==> config.mk <==
export PLATFORM = sky130hd
export DESIGN_NAME = psg_tone_noise_generator_top
export DESIGN_NICKNAME = d
export VERILOG_FILES = /design/src/rtl/psg_pkg.sv /design/src/rtl/psg_tone_noise_generator_top.sv /design/src/rtl/psg_gen.sv /design/src/rtl/psg_mix.sv
export SDC_FILE = /design/constraint.sdc
export NUM_CORES = 1
export LEC_CHECK = 0
export BUFFER_PORTS_ARGS = -buffer_cell sky130_fd_sc_hd__clkbuf_2
export CORE_MARGIN = 2
export CORE_UTILIZATION = 35
export CTS_BUF_LIST = sky130_fd_sc_hd__clkbuf_4 sky130_fd_sc_hd__clkbuf_8
export DETAILED_ROUTE_END_ITERATION = 8
export GPL_ROUTABILITY_DRIVEN = 0
export HOLD_SLACK_MARGIN = 0.12
export PLACE_DENSITY_LB_ADDON = 0.25
export SLEW_MARGIN = 30
export SYNTH_ARGS = -nofsm -noshare
export SYNTH_HDL_FRONTEND = slang
export SYNTH_HIERARCHICAL = 1
export SYNTH_SLANG_ARGS = --single-unit
==> constraint.sdc <==
create_clock -name clk_i -period 22.1 [get_ports clk_i]
set_clock_uncertainty 0.05 [all_clocks]
set_input_delay 4.42 -clock clk_i [delete_from_list [all_inputs] [get_ports clk_i]]
set_output_delay 4.42 -clock clk_i [all_outputs]
set_load 0.005 [all_outputs]
==> src/rtl/psg_pkg.sv <==
// ----------------------------------------------------------------------------
// psg_pkg: shared types and constants for the tone/noise sound generator
// Operation codes, register indexes, volume table and the channel snapshot
// passed from the generator core to the mixer.
// ----------------------------------------------------------------------------
package psg_pkg;

  typedef enum logic [1:0] {
    OP_WRITE = 2'd0,
    OP_TICK  = 2'd1,
    OP_STEP  = 2'd2,
    OP_NONE  = 2'd3
  } psg_op_e;

  localparam logic [2:0]  REG_NOISE  = 3'd6;
  localparam logic [1:0]  RATE_TONE2 = 2'd3;
  localparam logic [15:0] NOISE_SEED = 16'h8000;
  localparam logic [3:0]  ATT_SILENT = 4'd15;

  // Channel state visible to the mixer after each transfer
  typedef struct packed {
    logic [3:0][3:0] atten;   // index 3 is noise
    logic            noise;
    logic [2:0]      square;
  } psg_snap_t;

  // Attenuation in 2 dB steps, 10^(-a/10) in Q1.15, code 15 is off
  function automatic logic [15:0] vol_q15(input logic [3:0] att);
    logic [15:0] v;
    case (att)
      4'd0:    v = 16'd32768;
      4'd1:    v = 16'd26029;
      4'd2:    v = 16'd20675;
      4'd3:    v = 16'd16423;
      4'd4:    v = 16'd13045;
      4'd5:    v = 16'd10362;
      4'd6:    v = 16'd8231;
      4'd7:    v = 16'd6538;
      4'd8:    v = 16'd5193;
      4'd9:    v = 16'd4125;
      4'd10:   v = 16'd3277;
      4'd11:   v = 16'd2603;
      4'd12:   v = 16'd2068;
      4'd13:   v = 16'd1642;
      4'd14:   v = 16'd1305;
      default: v = 16'd0;
    endcase
    return v;
  endfunction

  // Fixed noise reload values for rate codes 0..2
  function automatic logic [9:0] noise_rate(input logic [1:0] rate);
    logic [9:0] r;
    case (rate)
      2'd0:    r = 10'h010;
      2'd1:    r = 10'h020;
      2'd2:    r = 10'h040;
      default: r = 10'h010;
    endcase
    return r;
  endfunction

endpackage

==> src/rtl/psg_tone_noise_generator_top.sv <==
// ----------------------------------------------------------------------------
// psg_tone_noise_generator_top: three-tone, one-noise sound generator
// Usage:
//   Slave stream: tuser carries the operation (register write byte, master
//   clock tick, direct generator step), tdata carries the written byte.
//   Master stream: one transfer per input transfer with the mixed level
//   (Q1.15), the three tone square bits and the noise bit after that item.
//   Order: state updates at the accepting edge, and the result register then
//   loads from that state once it is empty or being drained, so a result is
//   offered from the result register after the generator state update.
//   Throughput: one transfer per cycle while the master side takes the
//   results; the generator state registers are the only loop.
//   Stall: while the result register is full and not taken, one more item
//   is accepted; its state snapshot then holds and tready drops; it
//   recovers in the same cycle the master side takes the result.
//   Reset: all tones silent (attenuation 15), LFSR seeded to 0x8000,
//   prescaler at CLOCK_DIVIDE, no pending or offered results.
// ----------------------------------------------------------------------------
module psg_tone_noise_generator_top import psg_pkg::*; #(
  parameter int CLOCK_DIVIDE = 16   // master ticks per generator step, 1..31
) (
  input  logic        clk_i,
  input  logic        rst_ni,
  input  logic        s_axis_tvalid_i,
  output logic        s_axis_tready_o,
  input  logic [7:0]  s_axis_tdata_i,   // [7:0] data_byte
  input  logic [1:0]  s_axis_tuser_i,   // [1:0] operation
  output logic        m_axis_tvalid_o,
  input  logic        m_axis_tready_i,
  output logic [23:0] m_axis_tdata_o    // [15:0] mixed_level, [18:16] tone_bits,
                                        // [19] noise_bit, [23:20] zero
);

  psg_snap_t   snap;
  logic        accept;
  logic        out_en;
  logic        load;
  logic        pend_q, pend_d;
  logic        oval_q, oval_d;
  logic [15:0] level;
  logic [2:0]  tone;
  logic        noise;

  // Result register can load when empty or being drained this cycle.
  assign out_en = !oval_q || m_axis_tready_i;
  // State may advance only if the snapshot of the last item is moving on.
  assign s_axis_tready_o = !pend_q || out_en;
  assign accept = s_axis_tvalid_i && s_axis_tready_o;
  assign load   = pend_q && out_en;

  always_comb begin
    pend_d = pend_q;
    oval_d = oval_q;
    if (load) pend_d = 1'b0;
    if (accept) pend_d = 1'b1;
    if (out_en) oval_d = pend_q;
  end

  always_ff @(posedge clk_i or negedge rst_ni) begin
    if (!rst_ni) begin
      pend_q <= 1'b0;
      oval_q <= 1'b0;
    end else begin
      pend_q <= pend_d;
      oval_q <= oval_d;
    end
  end

  psg_gen #(
    .CLOCK_DIVIDE(CLOCK_DIVIDE)
  ) u_gen (
    .clk_i   (clk_i),
    .rst_ni  (rst_ni),
    .accept_i(accept),
    .op_i    (s_axis_tuser_i),
    .data_i  (s_axis_tdata_i),
    .snap_o  (snap)
  );

  psg_mix u_mix (
    .clk_i  (clk_i),
    .load_i (load),
    .snap_i (snap),
    .level_o(level),
    .tone_o (tone),
    .noise_o(noise)
  );

  assign m_axis_tvalid_o = oval_q;
  assign m_axis_tdata_o  = {4'b0000, noise, tone, level};

endmodule

==> src/rtl/psg_gen.sv <==
// ----------------------------------------------------------------------------
// psg_gen: register file, prescaler, tone counters and noise LFSR
// Updates all generator state in the cycle an item is accepted.
// ----------------------------------------------------------------------------
module psg_gen import psg_pkg::*; #(
  parameter int CLOCK_DIVIDE = 16
) (
  input  logic      clk_i,
  input  logic      rst_ni,
  input  logic      accept_i,
  input  logic [1:0] op_i,
  input  logic [7:0] data_i,
  output psg_snap_t snap_o
);

  logic [9:0]  period_q [3];
  logic [9:0]  period_d [3];
  logic [9:0]  count_q  [3];
  logic [9:0]  count_d  [3];
  logic [2:0]  square_q, square_d;
  logic [3:0][3:0] atten_q, atten_d;
  logic [2:0]  mode_q, mode_d;
  logic [9:0]  ncount_q, ncount_d;
  logic        half_q, half_d;
  logic [15:0] lfsr_q, lfsr_d;
  logic        level_q, level_d;
  logic [2:0]  latch_q, latch_d;
  logic [4:0]  presc_q, presc_d;

  always_comb begin
    logic       step;
    logic [2:0] reg_sel;
    logic [4:0] presc_dec;
    logic [9:0] cnt_dec;
    logic [9:0] ncnt_dec;
    logic       fb;

    period_d = period_q;
    count_d  = count_q;
    square_d = square_q;
    atten_d  = atten_q;
    mode_d   = mode_q;
    ncount_d = ncount_q;
    half_d   = half_q;
    lfsr_d   = lfsr_q;
    level_d  = level_q;
    latch_d  = latch_q;
    presc_d  = presc_q;
    step     = 1'b0;
    reg_sel  = data_i[7] ? data_i[6:4] : latch_q;
    presc_dec = presc_q - 5'd1;
    cnt_dec  = '0;
    ncnt_dec = '0;
    fb       = 1'b0;

    if (accept_i) begin
      case (psg_op_e'(op_i))
        OP_WRITE: begin
          latch_d = reg_sel;
          if (reg_sel[0]) begin
            atten_d[reg_sel[2:1]] = data_i[3:0];
          end else if (reg_sel == REG_NOISE) begin
            mode_d = data_i[2:0];
            lfsr_d = NOISE_SEED;
          end else begin
            for (int i = 0; i < 3; i++) begin
              if (reg_sel[2:1] == 2'(i)) begin
                if (data_i[7]) begin
                  period_d[i] = {period_q[i][9:4], data_i[3:0]};
                end else begin
                  period_d[i] = {data_i[5:0], period_q[i][3:0]};
                end
              end
            end
          end
        end
        OP_TICK: begin
          presc_d = presc_dec;
          if (presc_dec == '0) begin
            presc_d = 5'(CLOCK_DIVIDE);
            step    = 1'b1;
          end
        end
        OP_STEP: step = 1'b1;
        default: ;
      endcase
    end

    if (step) begin
      for (int i = 0; i < 3; i++) begin
        cnt_dec = count_q[i] - 10'd1;
        count_d[i] = cnt_dec;
        if (cnt_dec == '0) begin
          count_d[i]  = (period_q[i] != '0) ? period_q[i] : 10'd1;
          square_d[i] = ~square_q[i];
        end
      end

      ncnt_dec = (ncount_q != '0) ? ncount_q - 10'd1 : ncount_q;
      ncount_d = ncnt_dec;
      if (ncnt_dec == '0) begin
        ncount_d = (mode_q[1:0] == RATE_TONE2) ? period_q[2] : noise_rate(mode_q[1:0]);
        half_d   = ~half_q;
        if (!half_q) begin
          // white noise taps bits 0 and 3, periodic recirculates bit 0
          fb      = mode_q[2] ? (lfsr_q[0] ^ lfsr_q[3]) : lfsr_q[0];
          level_d = lfsr_q[0];
          lfsr_d  = {fb, lfsr_q[15:1]};
        end
      end
    end
  end

  always_ff @(posedge clk_i or negedge rst_ni) begin
    if (!rst_ni) begin
      for (int i = 0; i < 3; i++) begin
        period_q[i] <= '0;
        count_q[i]  <= 10'd1;
      end
      square_q <= '0;
      atten_q  <= {4{ATT_SILENT}};
      mode_q   <= '0;
      ncount_q <= '0;
      half_q   <= 1'b0;
      lfsr_q   <= NOISE_SEED;
      level_q  <= 1'b0;
      latch_q  <= '0;
      presc_q  <= 5'(CLOCK_DIVIDE);
    end else begin
      period_q <= period_d;
      count_q  <= count_d;
      square_q <= square_d;
      atten_q  <= atten_d;
      mode_q   <= mode_d;
      ncount_q <= ncount_d;
      half_q   <= half_d;
      lfsr_q   <= lfsr_d;
      level_q  <= level_d;
      latch_q  <= latch_d;
      presc_q  <= presc_d;
    end
  end

  assign snap_o.atten  = atten_q;
  assign snap_o.noise  = level_q;
  assign snap_o.square = square_q;

endmodule

==> src/rtl/psg_mix.sv <==
// ----------------------------------------------------------------------------
// psg_mix: volume lookup and mixer with result register
// Sums the volumes of high channels, divides by four with rounding.
// ----------------------------------------------------------------------------
module psg_mix import psg_pkg::*; (
  input  logic       clk_i,
  input  logic       load_i,
  input  psg_snap_t  snap_i,
  output logic [15:0] level_o,
  output logic [2:0]  tone_o,
  output logic        noise_o
);

  logic [17:0] sum;
  logic [17:0] rnd;
  logic [15:0] level_d, level_q;
  logic [2:0]  tone_q;
  logic        noise_q;

  always_comb begin
    sum = '0;
    for (int i = 0; i < 3; i++) begin
      if (snap_i.square[i]) sum = sum + 18'(vol_q15(snap_i.atten[i]));
    end
    if (snap_i.noise) sum = sum + 18'(vol_q15(snap_i.atten[3]));
    rnd     = sum + 18'd2;
    level_d = rnd[17:2];
  end

  always_ff @(posedge clk_i) begin
    if (load_i) begin
      level_q <= level_d;
      tone_q  <= snap_i.square;
      noise_q <= snap_i.noise;
    end
  end

  assign level_o = level_q;
  assign tone_o  = tone_q;
  assign noise_o = noise_q;

endmodule

==> out/results.ini, run 1 <==
[run_status]
status=complete, no violations

[sta]
rsz0062_at_grt=false
slew_violations=0
fmax_ghz=0.108
slew_headroom=0.437
setup_viol=0
holdWs_ps=435
layout_worst_path_cycle_share=0.418
hold_viol=0
setup_tns_ps=0
tightest_slew_ps=842
setup_slack_ps=12860
period_needed_ps=9240

[hold_path]
hold_path_class=flip-flop to flip-flop
min_from=u_gen/half_q

[logic_synthesis]
synthSimpleGateAreaFrac=0.209
synth_edf_count=20
synth.area.top_cells=dfrtp_1 (20%), ha_1 (8.8%), mux2_2 (5.3%)
seq_area_frac_synth=0.295
synth_area_per_cell_um2=8.64
ys_seq_elements=140
ys_types=109
synth-xor-area-share=0.0445
synth_ff_type=dfrtp_1
yosys_warnings=6
async_flop_share=0.857
yosysTopAreaCell=dfrtp_1
synth-compound-area-share=0.205
synth.area.mux_share=0.0978
synth_top_family_by_area=simple AND/OR/NAND/NOR gates
syn_inst=1425
synthAdderAreaFrac=0.0951
syn_area_mm2=0.0123
yosysTopAreaCellShare=0.201

[placed_design]
dpl_cell_area_mm2=0.0128
place_ws_ps=12850
portBuffers=35
dp_cells=1851
place_hpwl_um=22700

[critical_path]
timing.rr.start=u_gen/snap_o[6]
critical_path_buf_inv_count=2
crit_top_cell=clkbuf_2
cp.required_ps=17630
crit_start=m_axis_tready_i
crit_slowest_cell=nand3b_4
critPathMaxFanout=3
cp-start-kind=primary input
critPathKind=primary input to output port
cp-end-kind=output port
worstPathCellList=clkbuf_2 > nand3b_4 > clkbuf_2
crit_family=buffers and inverters
critPathArrivalTime_ps=4770
slowest_delay_ps=150

[clock_tree]
htreeDepth=4
cts_setup_buffers=0
cts_sinks=140
clkTransAtPathRegs_ps=90
worst_skew_pair.late_latency_ps=470
cts_tree=built
clockRootBuffer=clkbuf_8
cts_inserted_buffers=17
cts_hold_buf=0
cts-resized-gates=0
cts.path.max_buffers=2

[finish]
final_net_count=1519
syn_to_final_growth_pct=7.42
antenna_cells=0
fin_util=0.382
final_area_mm2=0.0132
drive_gt1_frac=0.141
fillCellCount=3514
final_cells=1883

[floorplanning]
die_w_um=192
die_area_mm2=0.0367
die_y_um=192
ios=40
start_util=0.355
coreArea_mm2=0.0346
rows=68

[power]
pwr_density_cell_mw_per_mm2=125
ir_worst_vdd_mv=0.0517
totalPowerFinal_mw=1.65
p_clk_frac=0.137
seqPwrFrac=0.261
internal-power_mw=0.867
switchingPower_mw=0.786
p_sw_frac=0.476
power.share.combinational=0.601
p_leak_nw=5.69

[route]
avgRoutedWirePerCell_um=16.2
drc_errors=0
drt_iter0_drc=586
via_per_inst=5.42
antenna_left=0
num_vias=10200
totalWireLength_um=30600
drtPass1Iterations=5

[global_route]
grt_pass1_vias=9758
antenna_found_initial=0
gr-total-overflow=0
grt_pass1_wl_um=50900
grt_max_degree=67
grt_usage=0.174

[run]
drv_cap=0

[logic make-up (layout without fill, tap and decap cells)]
kind of cell / after synthesis / after routing
AOI/OAI and AO/OA: 377 / 377
xor gates and xnor gates: 61 / 61
adders and majority gates: 92 / 92
buffers and inverters: 148 / 148
DFF: 140 / 140
muxes: 111 / 111
other: 1 / 4
and+or+nand+nor: 495 / 495
[flip-flops by register name (all words and copies together), names as in the netlist, 3 cells and up]
name and count:
u_gen/lfsr_q 16, u_mix/level_o 16, u_gen/presc_q 5, u_mix/tone_o 3, u_gen/square_q 3, u_gen/count_q 30, u_gen/latch_q 3, u_gen/ncount_q 10
u_gen/snap_o 16, u_gen/mode_q 3, u_gen/period_q 30
[layer usage]
metal | vias up | track usage | share of wire
li1 | 5172 | - | -
met1 | 4832 | 0.242 | 0.50
met2 | 181 | 0.274 | 0.44
met3 | 29 | 0.0229 | 0.033
met4 | 0 | 0.0636 | 0.023
met5 | - | 0 | 0
[synthesized netlist by cell type, types with 30 or more instances]
cell type,instances
nand2_1,124
xor2_1,30
mux2_2,58
clkbuf_1,47
mux2i_1,49
dfrtp_1,99
nor2b_1,32
o21ai_0,80
a21oi_1,111
nor2_1,106
inv_1,71
ha_1,87
nor3_1,43
nand3_1,55
xnor2_1,30
[final timing paths]
check	to	slack (ps)	cells after the start
min in group asynchronous	u_gen/presc_q[3]	3900	1
setup reg to reg	u_mix/level_o[15]	14310	29
max in group asynchronous	u_gen/snap_o[17]	16890	3
hold / removal	u_gen/half_q	430	1
setup / recovery	s_axis_tready_o	12860	3
hold reg to reg	u_gen/half_q	430	1
[cells in the final DEF, fill, tap and decap left out, drive strengths merged, types with 14 or more instances in the layout]
master and count:
inv 78, clkbuf 52, mux2i 49, xor2 30
ha 87, o21ai 91, dfrtp 99, a21o 22
nand2b 24, xnor2 30, nor2 107, mux2 62
nor3 46, nor4 14, a211oi 14, nand2 124
a21oi 113, nor2b 32, nand4 16, dfstp 21
edfxtp 20, nand3 55
[power by group through the flow]
stage | clock network (mW) | logic, mW | registers [mW]
floorplan | 0 | 0.812 | 0.387
finish | 0.227 | 0.993 | 0.432
CTS | 0.236 | 0.989 | 0.431
global route | 0.247 | 1.12 | 0.446
detailed placement | 0 | 0.984 | 0.436
global placement | 0 | 0.969 | 0.435
[final cells by class]
type	count	area, µm²	share of cell area
Multi-Input combinational cell	1140	8060	0.610
Tap cell	455	569	0.0431
Inverter	73	274	0.0207
Sequential cell	140	3630	0.275
Timing Repair Buffer	43	258	0.0195
Clock inverter	14	180	0.0136
Clock buffer	18	248	0.0187
Note: power is estimated with default switching activity, not from simulation.
==> inputs of run 2 (changes only) <==
- ABC_AREA: not set -> 1
- clock period: 22.1 -> 8.25 ns (I/O delays scaled with it)
==> run 2 against run 1 <==
Against the previous run:
- synthesized area grew 5.6%
- critical path depth grew 34
- cell count grew 29%
- first-iteration DRC count grew 41%
- die area grew 5.5%
- register-to-register slack lost 13000 ps
- count of clock-buffer cells in the layout grew 5
- sequential cell count is the same
- via count grew 18%
- sequential share of layout area shrank 1.5 points
- clock power grew to 2.7 times the previous value
- critical path type is now flip-flop to flip-flop
- critical endpoint is now u_mix/level_o[15]
- largest cell class unchanged
- largest power group unchanged
==> out/results.ini, run 2 <==
[run_status]
status=complete, no violations

[sta]
rsz0062_at_grt=false
setup_viol=0  ; unchanged
slew_violations=0  ; unchanged
period_needed_ps=6500
slew_headroom=0.461  ; +0.0236
setup_tns_ps=0  ; unchanged
layout_worst_path_cycle_share=0.788
hold_viol=0  ; unchanged
fmax_ghz=0.154
tightest_slew_ps=804  ; -38.4 ps

[critical_path]
critPathMaxFanout=9  ; +6
rrSetupSlack_ps=1750  ; -12560 ps
slowest_delay_ps=630  ; +480 ps
critPathKind=flip-flop to flip-flop
crit_top_cell=nand2_1
reg2reg_to=u_mix/level_o[15]
cp-start-kind=flip-flop
crit_slowest_cell=dfstp_2
cp.required_ps=8440  ; -9190 ps
critPathArrivalTime_ps=6690  ; +1920 ps
cp-end-kind=flip-flop
worst-r2r-cell-count=37  ; +28%
timing.rr.start=u_gen/snap_o[8]

[hold_path]
hold_path_end=u_gen/count_q[20]
min_from=u_gen/count_q[20]
min_path_cells=2  ; +1
hold_path_class=flip-flop to flip-flop

[clock_tree]
cts.path.max_buffers=2  ; unchanged
clockRootBuffer=clkbuf_8
cts_hold_buf=0  ; unchanged
clkTransAtPathRegs_ps=80  ; about the same
htreeDepth=4  ; unchanged
worst_skew_pair.late_latency_ps=480  ; about the same
cts-resized-gates=0  ; unchanged
cts_sinks=140  ; unchanged
cts_inserted_buffers=17  ; unchanged
cts_tree=built
cts_setup_buffers=0  ; unchanged

[logic_synthesis]
yosysMostFrequentCell=nand2_1
yosysTopAreaCell=dfrtp_1
yosysTopAreaCellShare=0.191  ; -0.0107
yosys_warnings=6  ; unchanged
async_flop_share=0.857  ; unchanged
synth_area_per_cell_um2=6.74  ; -22%
synth_edf_count=20  ; unchanged
seq_area_frac_synth=0.279  ; -0.0157
syn_inst=1928  ; +35%
synth_ff_type=dfrtp_1
synth_commonest_cells=nand2_1 (577), inv_1 (243), nand3_1 (155)
synth.area.top_cells=dfrtp_1 (19%), nand2_1 (17%), ha_1 (8.4%)
syn_area_mm2=0.0130  ; +5.6%
ys_types=61  ; -44%
ys_seq_elements=140  ; unchanged

[floorplanning]
coreArea_mm2=0.0366  ; +5.7%
start_util=0.355  ; about the same
die_y_um=197  ; +2.7%
ios=40  ; unchanged
die_w_um=197  ; +2.7%
rows=70  ; +2.9%
die_area_mm2=0.0387  ; +5.5%

[finish]
final_net_count=2043  ; +34%
fin_util=0.382  ; about the same
syn_to_final_growth_pct=7.48  ; about the same
largestRegisters=u_gen/count_q (30), u_gen/period_q (30)
layout_commonest_cell=nand2_1
layout_common_cells=nand2_1 (577), inv_1 (243), nand3_1 (155)
antenna_cells=0  ; unchanged
drive_gt1_frac=0.129  ; -0.0124
fillCellCount=3893  ; +11%

[route]
num_vias=12100  ; +18%
avgRoutedWirePerCell_um=13.7  ; -16%
drc_errors=0  ; unchanged
totalWireLength_um=33000  ; +8.0%
drtPass1Iterations=5  ; unchanged
antenna_left=0  ; unchanged
drt_iter0_drc=826  ; +41%
via_per_inst=4.99  ; -8.0%

[global_route]
grt_max_degree=65  ; -3.0%
grt_usage=0.177  ; +0.00344
antenna_found_initial=0  ; unchanged
grt_pass1_vias=11500  ; +17%
gr-total-overflow=0  ; unchanged
grt_pass1_wl_um=55600  ; +9.2%

[placed_design]
place_hpwl_um=25300  ; +11%
portBuffers=35  ; unchanged

[power]
ir_worst_vdd_mv=0.173  ; +240%
totalPowerFinal_mw=4.09  ; +150%
p_leak_nw=7.31  ; +29%
pwr_density_cell_mw_per_mm2=293  ; +130%

[run]
drv_cap=0  ; unchanged

## run 2: through the flow
stage	instance area [µm²]	hold slack [ps]	worst slack, ps	std cells
3_3_place_gp	13500	421	1960	2387
3_5_place_dp	13500	425	1780	2387
6_report	14000	437	1750	2420
2_1_floorplan	13000	393	2450	1931
4_1_cts	13900	440	1740	2419
5_1_grt	14000	454	1140	2420
## run 2: kinds of logic (layout without fill, tap and decap cells)
kind of cell               Yosys count  count (layout)  synth area share
DFF                                140             140             0.279
and+or+nand+nor                   1071            1071             0.390
xor gates and xnor gates            37              37            0.0249
AOI/OAI and AO/OA                  267             267             0.116
buffers and inverters              322             343             0.101
adders and majority gates           90              90            0.0883
other                                1               4          0.000288
## run 2: critical path, delay by kind of cell, from the launching register on
kind            cells  cell delay, ps
simple gates       20            2320
compound gates      8            1320
flops               1             630
fa+ha+maj           5            1490
xor+xnor            1             130
buf+inv             3             300
## run 2: per-layer routing
metal	up-vias	track usage	wire length, µm
met3	37	0.0287	1230
met2	229	0.299	15400
met4	0	0.0471	439
li1	6257	-	-
met1	5558	0.235	15900
met5	-	0	0
## run 2: cell type report
type,instances,area [µm²],area share
timing repair buffer,40,235,0.0168
multi-input combinational,1469,8070,0.578
tap,468,586,0.0419
clock buffer,23,292,0.0209
inverter,271,1020,0.0733
clock inverter,9,135,0.00967
sequential,140,3630,0.260
## run 2: how the worst max path moves through the flow
stage / startpoint / to / slack (ps) / cells after the start
2_1_floorplan: u_gen/snap_o[8] / u_mix/level_o[15] / 2450 / 37
3_3_place_gp: u_gen/snap_o[8] / u_mix/level_o[15] / 1960 / 36
3_5_place_dp: u_gen/snap_o[8] / u_mix/level_o[15] / 1780 / 36
4_1_cts: u_gen/snap_o[8] / u_mix/level_o[15] / 1740 / 36
5_1_grt: u_gen/snap_o[8] / u_mix/level_o[13] / 1140 / 37
6_report: u_gen/snap_o[8] / u_mix/level_o[15] / 1750 / 37
## run 2: where the power goes
part | leakage [nW] | internal, mW | switching (mW)
combinational | 5.49 | 0.775 | 1.52
sequential | 1.60 | 0.948 | 0.230
clock | 0.219 | 0.330 | 0.286
